### src/sv/svl_pkg.sv
// ----------------------------------------------------------------------------
// svl_pkg
// Types and constants shared by the sorted value list modules.
// ----------------------------------------------------------------------------
package svl_pkg;

   localparam int CAPACITY = 64;
   localparam int CNT_W    = $clog2(CAPACITY + 1);
   localparam int VAL_W    = 32;

   typedef enum logic [1:0] {
      OP_INSERT  = 2'd0,
      OP_DELETE  = 2'd1,
      OP_READOUT = 2'd2
   } op_type;

   typedef enum logic [2:0] {
      ST_INSERTED  = 3'd0,
      ST_REMOVED   = 3'd1,
      ST_NOT_FOUND = 3'd2,
      ST_FULL      = 3'd3,
      ST_ELEMENT   = 3'd4,
      ST_EMPTY     = 3'd5
   } status_type;

   typedef enum logic {
      S_IDLE,
      S_READOUT
   } state_type;

   typedef enum logic [2:0] {
      DP_NONE,
      DP_INSERT,
      DP_DELETE,
      DP_EMPTY,
      DP_ELEMENT
   } dp_op_type;

   typedef struct packed {
      logic [1:0]              operation;
      logic signed [VAL_W-1:0] value;
   } req_type;

   typedef struct packed {
      logic [2:0]              status;
      logic signed [VAL_W-1:0] item_value;
      logic                    last;
      logic [6:0]              entry_total;
   } rsp_type;

   typedef struct packed {
      dp_op_type op;
      logic      last;
   } dp_cmd_type;

   typedef struct packed {
      logic [CNT_W-1:0] count;
   } dp_stat_type;

endpackage

### src/sv/svl_ctrl.sv
// ----------------------------------------------------------------------------
// svl_ctrl
// Controller: decodes accepted beats and sequences the in-order readout.
// ----------------------------------------------------------------------------
module svl_ctrl (
   input  logic                  clock,
   input  logic                  reset,
   input  logic                  start,
   input  logic [1:0]            operation,
   input  svl_pkg::dp_stat_type  dp_stat,
   output logic                  busy,
   output svl_pkg::dp_cmd_type   dp_cmd
);

   svl_pkg::state_type                state_ff, state_in;
   logic [svl_pkg::CNT_W-1:0]         remain_ff, remain_in;
   logic                              accept;

   assign busy   = (state_ff == svl_pkg::S_READOUT);
   assign accept = start && !busy;

   always_ff @(posedge clock) begin
      if (reset) begin
         state_ff  <= svl_pkg::S_IDLE;
         remain_ff <= '0;
      end else begin
         state_ff  <= state_in;
         remain_ff <= remain_in;
      end
   end

   always_comb begin
      state_in = state_ff;
      unique case (state_ff)
         svl_pkg::S_IDLE: begin
            if (accept && operation == svl_pkg::OP_READOUT && dp_stat.count != '0) begin
               state_in = svl_pkg::S_READOUT;
            end
         end
         svl_pkg::S_READOUT: begin
            if (remain_ff == svl_pkg::CNT_W'(1)) begin
               state_in = svl_pkg::S_IDLE;
            end
         end
         default: state_in = svl_pkg::S_IDLE;
      endcase
   end

   always_comb begin
      dp_cmd.op   = svl_pkg::DP_NONE;
      dp_cmd.last = 1'b1;
      remain_in   = remain_ff;
      unique case (state_ff)
         svl_pkg::S_IDLE: begin
            if (accept) begin
               case (operation)
                  svl_pkg::OP_INSERT: dp_cmd.op = svl_pkg::DP_INSERT;
                  svl_pkg::OP_DELETE: dp_cmd.op = svl_pkg::DP_DELETE;
                  svl_pkg::OP_READOUT: begin
                     if (dp_stat.count == '0) begin
                        dp_cmd.op = svl_pkg::DP_EMPTY;
                     end else begin
                        remain_in = dp_stat.count;
                     end
                  end
                  default: dp_cmd.op = svl_pkg::DP_NONE;
               endcase
            end
         end
         svl_pkg::S_READOUT: begin
            dp_cmd.op   = svl_pkg::DP_ELEMENT;
            dp_cmd.last = (remain_ff == svl_pkg::CNT_W'(1));
            remain_in   = remain_ff - svl_pkg::CNT_W'(1);
         end
         default: dp_cmd.op = svl_pkg::DP_NONE;
      endcase
   end

endmodule

### config.mk
export PLATFORM = sky130hd
export DESIGN_NAME = svl_ctrl
export DESIGN_NICKNAME = d
export VERILOG_FILES = /design/src/sv/svl_pkg.sv /design/src/sv/svl_ctrl.sv
export SDC_FILE = /design/constraint.sdc
export NUM_CORES = 1
export LEC_CHECK = 0
export ABC_AREA = 1
export BUFFER_PORTS_ARGS = -buffer_cell sky130_fd_sc_hd__buf_2
export CAP_MARGIN = 20
export CELL_PAD_IN_SITES_DETAIL_PLACEMENT = 0
export CELL_PAD_IN_SITES_GLOBAL_PLACEMENT = 1
export CORE_MARGIN = 2
export CORE_UTILIZATION = 35
export CTS_BUF_LIST = sky130_fd_sc_hd__clkbuf_4
export DETAILED_ROUTE_END_ITERATION = 12
export PLACE_DENSITY_LB_ADDON = 0.1
export SETUP_SLACK_MARGIN = 0.15
export SYNTH_ARGS = -nofsm -noshare
export SYNTH_HDL_FRONTEND = slang
export SYNTH_SLANG_ARGS = --single-unit
### constraint.sdc
create_clock -name clock -period 1.7 [get_ports clock]
set_input_delay 0.085 -clock clock [delete_from_list [all_inputs] [get_ports clock]]
set_output_delay 0.085 -clock clock [all_outputs]
set_load 0.01 [all_outputs]
==> results.md <==
- CTS buffer count: 3
- CP top delay family: simple AND/OR/NAND/NOR gates
- Worst EP arrival: 1.51 ns
- Starting Density: 36.6%
- Top cells by count, synth: 22 x nand2_1, 18 x inv_1, 14 x nor2_1, 13 x nand3_1, 8 x dfxtp_1
- Core area: 0.00169 mm2
- Share of cells above drive strength 1: 21.0%
- Fillcell total: 207
- Fmax: 734 MHz
- Worst reg2reg startpoint: remain_ff[0]$_SDFFE_PP0P_
- Top-count cell post-synth: nand2_1
- Crit. End Element: flip-flop
- Global routing usage on met1: 21.9%
- Cell count along the critical path: 9
- Cell-internal power: 0.341 mW
- Num ports: 17
- Clock transition at path regs: 0.06 ns
- Ys flop type: dfxtp_1
- Distinct cells, synth: 21
- Hold Crit Depth: 2
- Clk pwr share: 29.6%
- First-pass DRT Iterations: 4
- Die W: 46.0 um
- CP max FO: 5
- Area Growth Syn to Fin: 17.0%
- Die Y: 46.0 um
- Total length of routed wires: 1500 um
- DR iter-0 viols: 11
- Antenna viol nets, final: 0
- CP Launch Type: flip-flop
- Hold Startpoint: reset
- Final period utilization: 80.1%
- Maximum clock path buffer count: 2
- Post-DP HPWL: 1200 um
- CP Launch Point: remain_ff[0]$_SDFFE_PP0P_
- Count of flip-flops with a built-in enable after synthesis: 0
- Net Sw Power: 0.168 mW
- Critical path class: flip-flop to flip-flop
- Vias in the first global route: 580
- Post-layout minimum cycle time: 1.36 ns
- Clock skew: 0.00684 ns
- TNS Setup: 0 ns
- Initial antenna violation count: 0
- # H-tree levels: 1
- Placed cells: 133
- Ys Warns: 0
- Leak Pwr: 0.371 nW
- CP required: 1.85 ns
- Number of synthesized register bits: 8
- Dpl ws: 0.357 ns
- Wire length per cell: 11.0 um
- Post-synth top area cell: dfxtp_1
- Worst setup margin: 0.338 ns
- Overall routing resource usage: 16.7%
- Post-CTS Hold Buffers: 0
- Outcome: completed
- Crit path cell chain: inv_1 -> ha_1 -> nand2_1 -> nor2_1 -> inv_1 -> o21ai_1 -> nor2_1 -> nor2_1 -> nor2_1
- Top cell type's share of synthesized area: 25.9%
- Vias/cell: 4.81
- Logic pwr share: 26.8%
- Reg power frac: 43.6%
- Buf+Inv Stages, Crit Path: 2
- Final hold vios: 0
- Worst-Margin Slew: 0.392 ns
- DRC: 0
- Antenna cells: 0
- Postcts setup bufs: 0
- Clk_lat worst skew: 0.26 ns
- M2 GR Usage: 25.3%
- Largest net degree at the start of global routing: 11
- Top Usage Layer GRT: met2
- Synth Cell Area: 618 um2
- Largest cells by area after synthesis: dfxtp_1 26%, nand2_1 13%, inv_1 11%, nand3_1 11%, nor2_1 8.5%
- Number of gates resized after CTS: 0
- Peak supply drop: 0.000170 V
- TritonCTS clock tree: built
- Global route overflow: 0
- Sw Share: 33.0%
- CP most frequent cell: nor2_1
- Non-Filler Instances: 136
- Mapped Cells: 102
- Post-synth ARST share: 0%
- Sink Count: 8
- Port bufs: 16
- # nets final: 135
- First-pass GRT wire length: 2430 um
- Site row count: 15
- Root buffer cell: clkbuf_4
- Worst path max stage delay: 0.36 ns
- Final-report max-slew violation count: 0
- Slowest library cell on the worst path: dfxtp_1
- Avg Cell Area, Syn: 6.06 um2
- # setup viols final: 0
- Via Count: 654
- Max-Cap Viols: 0
- RSZ-0062 raised after global routing: false
- GR Util met3: 2.38%
- Register area share after synthesis: 25.9%
- Synth Net Count: 116
- P per Cell Area: 703 mW/mm2
- Worst hold path class: input port to flip-flop
- Slew headroom: 73.8%
- Number of cells on the worst reg-to-reg path: 9
- Die area: 0.00212 mm2
- Routability cong.: 0.753
==> power groups by stage <==
stage          Combinational [mW]  Clock [mW]  Sequential (mW)
2_1_floorplan               0.103           0            0.218
3_3_place_gp                0.136           0            0.225
3_5_place_dp                0.137           0            0.225
4_1_cts                     0.138       0.157            0.221
5_1_grt                     0.160       0.166            0.223
6_report                    0.136       0.150            0.222
==> final timing paths <==
kind	endpoint	slack [ns]
setup / recovery	remain_ff[4]$_SDFFE_PP0P_	0.34
hold / removal	busy$_SDFF_PP0_	0.08
setup reg to reg	remain_ff[4]$_SDFFE_PP0P_	0.34
hold reg to reg	remain_ff[6]$_SDFFE_PP0P_	0.51
==> sequential cells by signal, summed over array words and instances, names as in the netlist <==
name	cells
busy	1
remain_ff	7
==> layout by cell type (no fill, tap or decap), drive strengths merged <==
cell,instances
nor2,16
dfxtp,8
nor3,3
nand4,2
nand2,24
o22ai,1
ha,2
o21ai,4
a211oi,1
clkbuf,3
clkinv,1
nand3b,1
inv,19
buf,16
a21oi,5
nand3,13
==> metal layers <==
metal | vias to the layer above | routed length, um
met3 | 2 | 71
met4 | 0 | 21
li1 | 358 | -
met1 | 274 | 729
met2 | 20 | 674
met5 | - | 0
==> stage by stage <==
stage               hold WS, ns  instance area [um2]  total power [mW]  utilization (%)
finish                   0.0831                  723             0.508             42.8
global route             0.0959                  723             0.549             42.8
CTS                      0.0772                  723             0.515             42.8
detailed placement        0.359                  701             0.362             41.5
global placement          0.350                  701             0.360             41.5
floorplan                 0.154                  618             0.321                -
==> logic make-up (layout without fill, tap and decap cells) <==
| family | count (synthesis) | in the layout | share of synthesized area, % |
|---|---|---|---|
| AOI/OAI and AO/OA | 11 | 11 | 9.51 |
| DFF | 8 | 8 | 25.9 |
| buffers and inverters | 22 | 39 | 16.0 |
| and+or+nand+nor | 59 | 59 | 44.5 |
| adders and majority gates | 2 | 2 | 4.05 |
==> final cells by class <==
cell class / count / area [um2] / share of cell area [%]
multi-input combinational: 72 / 359 / 49.7
sequential: 8 / 160 / 22.1
timing repair buffer: 16 / 80.1 / 11.1
inverter: 20 / 80.1 / 11.1
clock buffer: 3 / 22.5 / 3.11
tap: 17 / 21.3 / 2.94
Note: power is estimated with default switching activity, not from simulation.
